### src/smmd_pkg.sv
`timescale 1ns / 1ps
// ----------------------------------------------------------------------------
// smmd_pkg
// Shared types, address map constants and the decode helper for the segmented
// memory map with sprite-table DMA.
// ----------------------------------------------------------------------------
package smmd_pkg;

    // Defaults for top-level parameters
    localparam int DMA_LENGTH_DEF  = 160;
    localparam int QUEUE_DEPTH_DEF = 2;

    // Backing memory covers the whole 16-bit space
    localparam int MEM_WIDTH = 8;
    localparam int MEM_DEPTH = 65536;

    // Address map
    localparam logic [15:0] WORK1_END   = 16'hE000;
    localparam logic [15:0] SPRITE_BASE = 16'hFE00;
    localparam logic [15:0] SPRITE_END  = 16'hFEA0;
    localparam logic [15:0] IO_BASE     = 16'hFF00;
    localparam logic [15:0] DMA_ADDR    = 16'hFF46;
    localparam logic [7:0]  SPRITE_PAGE = 8'hFE;
    localparam logic [7:0]  IO_PAGE     = 8'hFF;
    localparam logic [7:0]  REG_DIV     = 8'h04;
    localparam logic [7:0]  REG_STAT    = 8'h41;
    localparam logic [7:0]  COINC_MASK  = 8'h04;
    localparam logic [7:0]  UNMAPPED_RD = 8'hFF;

    // Bus action codes as seen on the input channel
    typedef enum logic [1:0] {
        ACT_READ  = 2'd0,
        ACT_WRITE = 2'd1,
        ACT_TICK  = 2'd2,
        ACT_FLAG  = 2'd3
    } t_action;

    // Classified operation handed from front to back
    typedef enum logic [2:0] {
        OP_READ   = 3'd0,
        OP_RD_UNM = 3'd1,
        OP_WRITE  = 3'd2,
        OP_WR_UNM = 3'd3,
        OP_DMA    = 3'd4,
        OP_TICK   = 3'd5,
        OP_FLAG   = 3'd6
    } t_op;

    typedef struct packed {
        t_action     action;
        logic [15:0] address;
        logic [7:0]  write_data;
        logic        flag_value;
    } t_in_item;

    typedef struct packed {
        logic [7:0] read_data;
        logic       unmapped;
        logic       dma_started;
    } t_result;

    typedef struct packed {
        t_op         op;
        logic [15:0] address;
        logic [7:0]  data;
        logic        flag_value;
    } t_cmd;

    // True when the address falls in any segment
    function automatic logic is_mapped(input logic [15:0] a);
        return (a < WORK1_END) || ((a >= SPRITE_BASE) && (a < SPRITE_END)) || (a >= IO_BASE);
    endfunction

endpackage

### src/smmd_front.sv
`timescale 1ns / 1ps
// ----------------------------------------------------------------------------
// smmd_front
// Accepts bus transactions, classifies them against the address map and
// queues the resulting commands for the execution side.
// ----------------------------------------------------------------------------
module smmd_front import smmd_pkg::*; #(
    parameter int QUEUE_DEPTH = QUEUE_DEPTH_DEF
) (
    input  logic     i_clk,
    input  logic     i_rst_n,
    input  logic     i_hold,
    input  logic     i_in_valid,
    input  t_in_item i_in_data,
    output logic     o_in_ready,
    output logic     o_cmd_valid,
    output t_cmd     o_cmd,
    input  logic     i_cmd_pop
);

    localparam int IW = (QUEUE_DEPTH > 1) ? $clog2(QUEUE_DEPTH) : 1;
    localparam int CW = $clog2(QUEUE_DEPTH + 1);

    t_cmd          r_q [QUEUE_DEPTH];
    logic [IW-1:0] r_wr, n_wr;
    logic [IW-1:0] r_rd, n_rd;
    logic [CW-1:0] r_count, n_count;
    t_cmd          cls_cmd;
    logic          push;

    // Classify the incoming transaction
    always_comb begin
        cls_cmd.address    = i_in_data.address;
        cls_cmd.data       = i_in_data.write_data;
        cls_cmd.flag_value = i_in_data.flag_value;
        unique case (i_in_data.action)
            ACT_READ: begin
                cls_cmd.op = is_mapped(i_in_data.address) ? OP_READ : OP_RD_UNM;
            end
            ACT_WRITE: begin
                if (i_in_data.address == DMA_ADDR) begin
                    cls_cmd.op = OP_DMA;
                end else if (is_mapped(i_in_data.address)) begin
                    cls_cmd.op = OP_WRITE;
                end else begin
                    cls_cmd.op = OP_WR_UNM;
                end
            end
            ACT_TICK: begin
                cls_cmd.op = OP_TICK;
            end
            default: begin
                cls_cmd.op = OP_FLAG;
            end
        endcase
    end

    assign o_in_ready  = !i_hold && (r_count != CW'(QUEUE_DEPTH));
    assign push        = i_in_valid && o_in_ready;
    assign o_cmd_valid = (r_count != '0);
    assign o_cmd       = r_q[r_rd];

    // Advance pointers and occupancy
    always_comb begin
        n_wr    = r_wr;
        n_rd    = r_rd;
        n_count = r_count;
        if (push) begin
            n_wr = (r_wr == IW'(QUEUE_DEPTH - 1)) ? '0 : r_wr + 1'b1;
        end
        if (i_cmd_pop) begin
            n_rd = (r_rd == IW'(QUEUE_DEPTH - 1)) ? '0 : r_rd + 1'b1;
        end
        if (push && !i_cmd_pop) begin
            n_count = r_count + 1'b1;
        end else if (!push && i_cmd_pop) begin
            n_count = r_count - 1'b1;
        end
    end

    always_ff @(posedge i_clk) begin
        if (!i_rst_n) begin
            r_wr    <= '0;
            r_rd    <= '0;
            r_count <= '0;
        end else begin
            r_wr    <= n_wr;
            r_rd    <= n_rd;
            r_count <= n_count;
        end
    end

    // Store the classified command
    always_ff @(posedge i_clk) begin
        if (push) begin
            r_q[r_wr] <= cls_cmd;
        end
    end

    a_count_bound: assert property (@(posedge i_clk) disable iff (!i_rst_n)
        r_count <= CW'(QUEUE_DEPTH))
        else $error("command queue over capacity");

    a_no_pop_empty: assert property (@(posedge i_clk) disable iff (!i_rst_n)
        i_cmd_pop |-> (r_count != '0))
        else $error("pop from empty command queue");

    a_hold_blocks: assert property (@(posedge i_clk) disable iff (!i_rst_n)
        i_hold |-> !push)
        else $error("transaction taken while held");

endmodule

### config.mk
export PLATFORM = sky130hd
export DESIGN_NAME = smmd_front
export DESIGN_NICKNAME = d
export VERILOG_FILES = /design/src/smmd_pkg.sv /design/src/smmd_front.sv
export SDC_FILE = /design/constraint.sdc
export NUM_CORES = 1
export LEC_CHECK = 0
export ABC_AREA = 1
export BUFFER_PORTS_ARGS = -buffer_cell sky130_fd_sc_hd__buf_4
export CELL_PAD_IN_SITES_DETAIL_PLACEMENT = 0
export CELL_PAD_IN_SITES_GLOBAL_PLACEMENT = 1
export CORE_UTILIZATION = 43
export DETAILED_ROUTE_END_ITERATION = 10
export HOLD_SLACK_MARGIN = 0.1
export PLACE_DENSITY = 0.82
export SYNTH_ARGS = -nofsm -noshare
export SYNTH_HDL_FRONTEND = slang
export SYNTH_SLANG_ARGS = --single-unit
### constraint.sdc
create_clock -name i_clk -period 3.2 [get_ports i_clk]
set_input_delay 0.48 -clock i_clk [delete_from_list [all_inputs] [get_ports i_clk]]
set_output_delay 0.48 -clock i_clk [all_outputs]
set_load 0.01 [all_outputs]
# --- Word level (Yosys, flattened, before mapping) ---
# Memories as Yosys holds them, arrays and structs flattened. A register that Yosys moved wholly into a read port is not among the register bits.
# Cells that the tools add are included.
totals:
  reg_bits: 4
  mem_bits_rw: 56
  input_bits: 32
  output_inout_bits: 30
  memories: 1
mem_list:
  columns: ["name", "depth", "word_bits", "rd", "rd_clocked_by_memory_dff", "write_ports", "line_no", "rtl"]
  rows:
  - ["r_q", 2, 28, 1, 1, 1, "smmd_front.sv:24", "t_cmd r_q [QUEUE_DEPTH];"]
classes:
  n_addsub: 4
  magnitude_cmp: 4
  n_eq_ne: 4
  n_mux: 12
  n_reduce_logical: 13
op_table:
  columns: ["operator", "n"]
  rows:
  - ["$ge A16 B16 Y1 const B", 2]
  - ["$lt A16 B16 Y1 const B", 2]
  - ["$eq A16 B16 Y1 const B", 1]
  - ["$pmux W3 S3", 1]
  - ["$mux W1", 8]
  - ["$logic_and A1 B1 Y1", 5]
  - ["$mux W2", 2]
  - ["$reduce_bool A2 Y1", 2]
  - ["$logic_not A1 Y1", 3]
  - ["$mux W3", 1]
  - ["$add A1 B1 Y1 const B", 2]
  - ["$add A2 B1 Y2 const B", 1]
  - ["$eq A2 B1 Y1 const B", 1]
  - ["$eq A2 B2 Y1 const B", 1]
  - ["$logic_not A2 Y1", 1]
  - ["$logic_or A1 B1 Y1", 2]
  - ["$ne A2 B2 Y1 const B", 1]
  - ["$sub A2 B1 Y2 const B", 1]

# --- Depth between registers and ports, before layout ---
# Gate-level depths: netlist (run 1).
logic_depth:
  depth_word: 7
  mapped_depth: 10
  mapped_depth_nobuf: 10

# --- Worst setup path before layout (run 1) ---
# OpenSTA, ideal clock, no wires.
synth_path:
  kind: "input to register"
  startpoint: "input i_hold"
  endpoint: "memory r_q[0][0] in the netlist's numbering, enable pin"
  setup_time_ns: 0.413
  t_arrival_ns: 1.903
  required_ns: 2.787
  slack_ns: 0.884
  path_stages: 2
  path_cell_list: "nand3b_1 nor2_1"
synth_via:
  elab_chain_cells: 5
synth_lines:
  columns: ["item", "line_no", "rtl"]
  rows:
  - ["from (decl)", "smmd_front.sv:12", "input logic i_hold,"]
  - ["$logic_not A1 Y1", "smmd_front.sv:58", "assign o_in_ready = !i_hold && (r_count != CW'(QUEUE_DEPTH));"]
  - ["$logic_and A1 B1 Y1", "smmd_front.sv:58", null]
  - ["$logic_and A1 B1 Y1", "smmd_front.sv:59", "assign push = i_in_valid && o_in_ready;"]
  - ["$mux W1", "smmd_front.sv:95", "if (push) begin"]
  - ["$mux W1 (not written as such)", "smmd_front.sv:96", "r_q[r_wr] <= cls_cmd;"]
  - ["to (decl)", "smmd_front.sv:24", null]
# Every way passes these cells.

==> summary.md, run 1 <==
| Metric | Value |
|---|---|
| Top cell type's share of synthesized area | 67.5% |
| I/O pin cnt | 62 |
| N_diodes | 0 |
| Area contributors post-synth | edfxtp_1 68%, mux2_4 12%, dfxtp_1 4.0%, mux2_2 3.6%, nand2_1 2.3% |
| Worst-path clk slew | 0.06 ns |
| Post-synthesis sequential area ratio | 71.5% |
| Pre-Repair DR Iteration Count | 4 |
| Post-CTS Hold Buffers | 0 |
| Slew headroom | roughly two fifths |
| Setup CP Type | register to output port |
| Antenna-violating nets left | 0 |
| FF+latch count, synth | 61 |
| Hold Path Cell Cnt | 1 |
| Synth-to-Final Area Change | 26.8% |
| Min Tclk post-route | 2.29 ns |
| Mean routed wirelength per cell | approximately 14 µm |
| Initial antenna violation count | 0 |
| Critical Path RT | 2.72 ns |
| HPWL after DPL | 2.74 mm |
| Pleak | 1.27 nW |
| Crit path DAT | 1.81 ns |
| Biggest area consumer among synthesized cells | edfxtp_1 |
| Unrepaired setup endpoints after global routing | false |
| Period utilization | 71.4% |
| Via count of the first global-routing pass | 1415 |
| Largest net degree at the start of global routing | 29 |
| Global route overflow | 0 |
| Post-CTS sizing | 0 |
| Vias/cell | 4.75 |
| Hold/Removal Path Class | input pin to register |
| Clk_lat worst skew | 0.33 ns |
| Global Route Usage Sum | 14.9% |
| DRC Markers | 0 |
| Cell Pwr Density | between 500 and 600 mW/mm² |
| Initial DRC Count | 48 |
| Port Buf Inserts | 61 |
| Postcts setup bufs | 0 |
| Setup TNS | 0 ns |
| Mapped cell area | 0.00249 mm² |
| Worst Tran Pin Value | 0.890 ns |
| Startpoint class of the critical path | register |
| Total of max-cap violations | 0 |
| First-pass GRT wire length | 6.51 mm |
| VDD IR-drop max | 0.345 mV |
| Multi-input logic area | 614 µm² |
| Max Clock Skew | 0.00522 ns |
| R2r worst-path depth | 9 |
| Status | finished, final reports clean |
| NumNets Final | 256 |
| Placer Congestion | between 0.7 and 0.8 |
| Detailed Route WL | ~4.1 mm |
| Synth unique cells | 17 |
| CTS Root Cell | clkbuf_8 |
| Core area | 0.00554 mm² |
| Placed cell areas | approximately 0.003 mm² |
| Syn_nets | 185 |
| Syn Inst Count | 152 |
| Chip Height | 78.1 µm |
| Final Cell Area | around 0.0032 mm² |
| CTS tree | done |
| Full die area | 0.00610 mm² |
| Die X-Extent | slightly below 80 µm |
| Vias | 1421 |
| Critical path endpoint category | output port |
| Syn_area_per_cell | 16.4 µm² |
| Max-slew violations | 0 |
| Row cnt | 27 |
| TritonCTS Buffers | 9 |
| Proportion of layout cells with a drive suffix above 1 | 46.3% |
| Warnings, synthesis | 0 |
| Hold Fails Final Rpt | 0 |
| CTS sink cnt | 61 |
| H-tree depth | 3 |
| Starting Density | 45.0% |
| Fill count | 468 |
| CP Max Fanout | 28 |
| Register Area | between 0.0015 and 0.002 mm² |
| FMAX | 437 MHz |
| Final setup fails | 0 |
| Clk buf depth | 2 |
-- placed cells by master (no fill, tap or decap), drive strengths merged --
master   n
buf     63
edfxtp  56
mux2    28
nand2   15
inv     13
nor2    12
clkbuf  12
nand3    6
dfxtp    5
a21oi    4
nand4    3
o21ai    3
clkinv   3
nand3b   1
o21bai   1
and3     1
ha       1
-- cell usage after synthesis (all sizes together) --
master	n
inv	13
mux2	28
o21ai	3
buf	3
ha	1
a21oi	4
o21bai	1
nand3b	1
nand2	15
nand3	6
nor2	12
and3	1
dfxtp	5
edfxtp	56
nand4	3
-- logic make-up (layout without fill, tap and decap cells) --
group / count (synthesis) / count (layout) / share of synthesized area (%)
simple gates: 38 / 38 / 6.58
mux: 28 / 28 / 15.7
buf+inv: 16 / 91 / 4.02
flops: 61 / 61 / 71.5
fa+ha+maj: 1 / 1 / 0.502
compound gates: 8 / 8 / 1.71
-- power breakdown --
group	switching (mW)	internal [mW]
logic	0.0872	0.117
clock network	0.264	0.272
registers	0.0234	0.911
total	0.375	1.30
-- final timing paths --
path,endpoint,start,slack [ns]
setup / recovery,o_cmd[2],register,0.91
hold / removal,r_q[0][8],i_in_data[8],0.34
setup reg to reg,r_count[1],r_count[0],1.62
hold reg to reg,r_count[0],r_count[0],0.48
-- cell type report --
type,instances,area share [%]
clock buffer,12,4.28
clock inverter,3,0.436
inverter,13,1.55
multi-input combinational,75,19.5
sequential,61,56.5
tap,72,2.85
timing repair buffer,63,15.0
-- worst max-delay path, cell delays in order, from the launching register on --
cell and delay [ns]:
dfxtp_2 0.91, mux2_2 0.42, buf_4 0.14
-- sequential cells by signal, summed over array words and instances (netlist names), named ones only --
register and flops:
r_q 56, r_count 2, r_rd 1, r_wr 1
-- metrics by stage --
| stage | power (mW) | setup WS, ns | util (%) | cells | hold slack (ns) |
|---|---|---|---|---|---|
| 4_1_cts | 1.69 | 0.864 | 57.0 | 299 | 0.325 |
| 3_5_place_dp | 1.16 | 1.23 | 54.3 | 284 | 0.469 |
| 6_report | 1.67 | 0.914 | 57.0 | 299 | 0.336 |
| 3_3_place_gp | 1.15 | 1.25 | 54.3 | 284 | 0.451 |
| 2_1_floorplan | 1.06 | 0.884 | - | 152 | 0.443 |
| 5_1_grt | 1.75 | 0.807 | 57.0 | 299 | 0.316 |
-- layer usage --
layer	vias up	track usage [%]	share of wire [%]
li1	692	-	-
met1	665	18.2	46
met2	57	23.0	45
met3	7	5.81	8.1
met4	0	7.78	0.92
met5	-	0	0
(Power assumes the default switching activity.)
==> run 2: changes to the inputs <==
- ABC_AREA: 1 -> 0
- CORE_UTILIZATION: 43 -> 39
- PLACE_DENSITY: 0.82 -> 0.78
- clock period: 3.2 -> 1.8 ns (I/O delays scaled with it)
==> run 2 against run 1 <==
Against the previous run: core utilization is 1.1 points lower; sequential share of layout area is 0.13 points higher; non-clock buffer count is 4 higher; total power is 92% higher; critical endpoint is now o_cmd[19].
==> summary.md, run 2 <==
| Metric | Value |
|---|---|
| Multi-input logic area | 558 µm² |
| Detailed Route WL | approximately 4.3 mm |
| Register Area | 0.00178 mm² |
| TritonCTS Buffers | 9 |
| Syn_area_per_cell | 18.4 µm² |
| N_diodes | 0 |
| Final setup fails | 0 |
| Setup TNS | 0 ns |
| FF+latch count, synth | roughly 60 |
| Crit-path leading delay family | buffers and inverters |
| Min Tclk post-route | 1.69 ns |
| Antenna-violating nets left | 0 |
| Unrepaired setup endpoints after global routing | false |
| Crit path DAT | 1.42 ns |
| Proportion of layout cells with a drive suffix above 1 | 55.8% |
| HPWL after DPL | 3.02 mm |
| CP bufs+invs | 2 |
| Warnings, synthesis | 0 |
| Number of synthesized flops with an enable pin | 56 |
| Die X-Extent | 79.6 µm |
| NumNets Final | 236 |
| Hold Fails Final Rpt | 0 |
| Power Internal | 2.50 mW |
| Post-Place Worst Slack | 0.137 ns |
| Top cell type's share of synthesized area | 71.5% |
| CTS Root Cell | clkbuf_8 |
| Full die area | 0.00634 mm² |
| Largest net degree at the start of global routing | 22 |
| Synth async-reset ratio | 0% |
| Row cnt | 27 |
| Pleak | roughly 1.2 nW |
| Largest registers | r_q: 56 flops, r_count: 2 flops |
| Crit path cell chain | buf_6 -> mux2_2 -> buf_4 |
| Clock network fraction of total power | 34.6% |
| Biggest area consumer among synthesized cells | edfxtp_1 |
| Post-CTS Hold Buffers | 0 |
| Port Buf Inserts | between 60 and 70 |
| Clk_lat worst skew | 0.33 ns |
| Via count of the first global-routing pass | 1514 |
| Fill count | 452 |
| Placer Congestion | 0.766 |
| Period utilization | a little over nine tenths |
| Mapped cell area | 0.00235 mm² |
| Worst-path clk slew | 0.06 ns |
| Cell Pwr Density | 1020 mW/mm² |
| Critical path endpoint category | output port |
| Vias | between 1000 and 1500 |
| First-pass GRT wire length | 6.89 mm |
| Initial antenna violation count | 0 |
| Area contributors post-synth | edfxtp_1 72%, mux2_2 13%, dfxtp_1 4.3%, nor2_1 0.96%, nor4_4 0.90% |
| Power, Total | around 3.2 mW |
| Pre-Repair DR Iteration Count | 4 |
| Chip Height | 79.6 µm |
| Ys flop type | edfxtp_1 |
| Max-slew violations | 0 |
| Starting Density | a little over two fifths |
| Critical Path Max Stage Delay | 0.37 ns |
| Post-synthesis sequential area ratio | 75.8% |
| Synth-to-Final Area Change | 34.1% |
| VDD IR-drop max | 0.448 mV |
| Slowest cell on crit path | mux2_2 |
| Max reg flops | 56 |
| Vias/cell | 4.89 |
| I/O pin cnt | 62 |
| Final worst slack | 0.114 ns |
| Commonest non-fill, non-tap cell in the layout | buf_4 |
| Critical Path RT | 1.53 ns |
| Startpoint class of the critical path | register |
| Global route overflow | 0 |
| Most frequent cells in the layout | 65 x buf_4, 56 x edfxtp_1, 28 x mux2_2, 9 x clkbuf_8, 6 x nor2_1 |
| CP Max Fanout | 21 |
| DRC Markers | 0 |
| Most common cell in the netlist | edfxtp_1 |
| H-tree depth | 3 |
| Synth cell count leaders | 56 x edfxtp_1, 28 x mux2_2, 6 x nor2_1 |
| Core area | around 0.0056 mm² |
| NetSw | approximately 0.71 mW |
| Syn Inst Count | between 100 and 150 |
| Global Route Usage Sum | ~15% |
| Worst Tran Pin Value | just under 0.3 ns |
| Largest Register | r_q |
| Hold/Removal Path Class | input pin to register |
| CTS tree | done |
| Mean routed wirelength per cell | 15.2 µm |
| Status | finished, final reports clean |
| Slew headroom | between 80% and 90% |
| Combinational power share | 13.8% |
| Syn_nets | around 160 |
| Initial DRC Count | 59 |
| Clk buf depth | 2 |
| CTS sink cnt | 61 |
| Setup CP Type | register to output port |
| Total of max-cap violations | 0 |
| Seq pwr share | 51.6% |
| Max Clock Skew | 0.00512 ns |
| Switch share | between 20% and 30% |
| FMAX | 593 MHz |
| Synth unique cells | 29 |
[run 2: cell types whose count changed in the layout (fill, tap and decap cells not counted), moves of 4 or more]
cell / previous run / this run
mux2_4: 20 / 0
nand3_1: 6 / 1
mux2_2: 8 / 28
nand2_1: 15 / 2
inv_1: 13 / 5
nor2_1: 10 / 6
[run 2: cell families after synthesis]
kind of cell,Yosys count,share of synthesized area [%]
DFF,61,75.8
muxes,28,13.4
and+or+nand+nor,19,5.27
AOI/OAI and AO/OA,8,2.45
buffers and inverters,8,1.44
xor gates and xnor gates,3,1.12
adders and majority gates,1,0.532
[run 2: timing repair]
action	CTS	global route
setup buffers	0	0
endpoints found under the setup margin	0	12
gates resized for setup	0	1
[run 2: final cells by class]
class / instances / area share (%)
Timing Repair Buffer: 67 / 16.5
Clock inverter: 5 / 1.63
Tap cell: 72 / 2.86
Clock buffer: 11 / 4.17
Inverter: 5 / 0.595
Sequential cell: 61 / 56.6
Multi-Input combinational cell: 59 / 17.7
[run 2: through the flow]
step	instances	hold WS, ns	util, %	area [µm²]
final	280	0.127	55.9	3150
after floorplan	128	0.369	-	2380
after global placement	264	0.456	52.6	2970
after CTS	280	0.107	55.8	3150
after global routing	280	0.112	55.9	3150
after detailed placement	264	0.459	52.6	2970
[run 2: worst paths after layout]
kind                endpoint  cells after the start         start  slack (ns)
setup / recovery   o_cmd[19]                      3      register        0.11
hold / removal     r_q[1][4]                      1  i_in_data[4]        0.13
setup reg to reg  r_count[1]                      5    r_count[1]        0.17
hold reg to reg     register                      2          r_rd        0.54
[run 2: per-layer routing]
metal / wire [µm] / track usage (%) / vias up
met5: 0 / 0 / -
met4: 97 / 9.64 / 0
met3: 261 / 4.34 / 11
met2: 2170 / 26.8 / 50
met1: 1730 / 15.8 / 658
li1: - / - / 649
[run 2: worst reg2reg max path: cells and delay by family (launching register included)]
family,cells,cell delay [ns]
and+or+nand+nor,3,0.69
DFF,1,0.38
adders and majority gates,1,0.32
AOI/OAI and AO/OA,1,0.16
[run 2: power by group through the flow]
| stage | logic (mW) | clock network (mW) | registers, mW |
|---|---|---|---|
| 6_report | 0.442 | 1.11 | 1.66 |
| 5_1_grt | 0.479 | 1.19 | 1.66 |
| 4_1_cts | 0.450 | 1.14 | 1.66 |
| 3_5_place_dp | 0.446 | 0 | 1.68 |
| 3_3_place_gp | 0.432 | 0 | 1.68 |
| 2_1_floorplan | 0.225 | 0 | 1.68 |
==> run 3: changes to the inputs <==
- GPL_TIMING_DRIVEN: not set -> 0
- MAX_ROUTING_LAYER: not set -> met4
- REMOVE_ABC_BUFFERS: not set -> 1
==> run 3 against run 2 <==
Against the previous run: fmax decreased by 2.7%; clock power about the same; largest power group unchanged; non-clock buffer count decreased by 1.
==> summary.md, run 3 (synthesis results as in run 2) <==
| Metric | Value |
|---|---|
| Status | finished, final reports clean |
| CTS Root Cell | clkbuf_8 |
| CP bufs+invs | 1 |
| Critical Path RT | 1.53 ns |
| Crit-path leading delay family | flip-flops |
| CTS sink cnt | 61 |
| DRC Markers | 0 |
| CP Max Fanout | 28 |
| Initial antenna violation count | 0 |
| Placer Congestion | 0.707 |
| Full die area | 0.00634 mm² |
| Crit path cell chain | mux2_2 -> buf_4 |
| FMAX | 577 MHz |
| Worst R2R Setup Slack | roughly 0.12 ns |
| Cell Pwr Density | 1020 mW/mm² |
| Most frequent cells in the layout | 66 x buf_4, 56 x edfxtp_1, 28 x mux2_2, 9 x clkbuf_8, 6 x nor2_1 |
| Port Buf Inserts | 61 |
| Largest registers | r_q: 56 flops, r_count: 2 flops |
| Mean routed wirelength per cell | 15.4 µm |
| NumNets Final | 235 |
| CTS tree | done |
| Min Tclk post-route | 1.73 ns |
| Post-Route Utilization | 55.5% |
| Die X-Extent | about 80 µm |
| Slew headroom | 73.3% |
| Commonest non-fill, non-tap cell in the layout | buf_4 |
| Hold Fails Final Rpt | 0 |
| Final setup fails | 0 |
| Critical path endpoint category | output port |
| Clk_lat worst skew | 0.33 ns |
| Clk buf depth | 2 |
| Max reg flops | 56 |
| Total of max-cap violations | 0 |
| Met3 wirelength from detailed routing | 219 µm |
| N_diodes | 0 |
| Largest Register | r_q |
| Unrepaired setup endpoints after global routing | false |
| Max Clock Skew | roughly 0.0035 ns |
| Max layer used | met4 |
| Detailed Route WL | roughly 4.3 mm |
| Vias/cell | around 4.8 |
| H-tree depth | 3 |
| Row cnt | 27 |
| Slowest cell on crit path | dfxtp_4 |
| Power, Total | 3.20 mW |
| Period utilization | 96.3% |
| Crit path DAT | 1.46 ns |
| Global route overflow | 0 |
| Global Route Usage Sum | roughly 15% |
| HPWL after DPL | 3.00 mm |
| Proportion of layout cells with a drive suffix above 1 | between 50% and 60% |
| Synth-to-Final Area Change | 33.2% |
| Via count of the first global-routing pass | 1407 |
| Pre-Repair DR Iteration Count | 4 |
| VDD IR-drop max | 0.713 mV |
| Setup CP Type | register to output port |
| Critical Path Max Stage Delay | 0.59 ns |
| Core area | roughly 0.0056 mm² |
| Antenna-violating nets left | 0 |
| Met1 WL | 1.82 mm |
| Vias | around 1300 |
| Pleak | 1.19 nW |
| First-pass GRT wire length | 6.53 mm |
| Worst Tran Pin Value | 0.400 ns |
| Detail Route met2 WL | around 2.1 mm |
| Chip Height | around 80 µm |
| Initial DRC Count | 20 |
| Max-slew violations | 0 |
| Largest net degree at the start of global routing | 29 |
| TritonCTS Buffers | 9 |
| Worst-path clk slew | 0.06 ns |
| I/O pin cnt | 62 |
| Starting Density | 41.7% |
| Startpoint class of the critical path | register |
| Hold/Removal Path Class | input pin to register |
-- run 3: cell types whose count changed in the layout (fill, tap and decap cells not counted), sizes merged --
cell    delta
clkbuf     -1
buf        -1
-- run 3: area by class of cell --
type / instances / area, µm²
clock buffer: 10 / 128
clock inverter: 5 / 52.6
fill: 479 / 2510
inverter: 5 / 18.8
multi-input combinational: 59 / 561
sequential: 61 / 1790
tap: 72 / 90.1
timing repair buffer: 66 / 495
-- run 3: repair_timing --
action                     in CTS  in global routing
buffers inserted                1                  0
setup endpoints to repair      75                 29
pin swaps                       1                  0
hold buffers                    0                  0
resized for setup               5                  3
-- run 3: power breakdown --
group | switching, mW | leakage, nW | internal [mW]
Combinational | 0.176 | 0.544 | 0.240
Clock | 0.484 | 0.0919 | 0.624
Sequential | 0.0500 | 0.555 | 1.63
Total | 0.710 | 1.19 | 2.49
-- run 3: layer usage --
metal,vias up,track usage [%]
met2,53,25.1
met3,10,3.20
met4,0,8.18
met1,646,16.3
li1,638,-
met5,-,-
-- run 3: final timing paths --
kind,cells past startpoint,endpoint,from
max,2,o_cmd[17],register
min,1,r_q[0][1],i_in_data[1]
max reg2reg,5,r_count[1],r_count[1]
min reg2reg,2,r_rd,r_rd
-- run 3: through the flow --
stage	worst slack, ns	cells	TNS [ns]	instance area [µm²]	hold slack, ns
final	0.0666	278	0	3130	0.126
after global routing	0.0120	278	0	3130	0.114
after CTS	0.00866	278	0	3120	0.112
after detailed placement	-0.450	262	-23.21	2920	0.459
after global placement	-3.28	258	-110.39	2880	0.456
after floorplan	-1.91	125	-55.33	2340	0.369
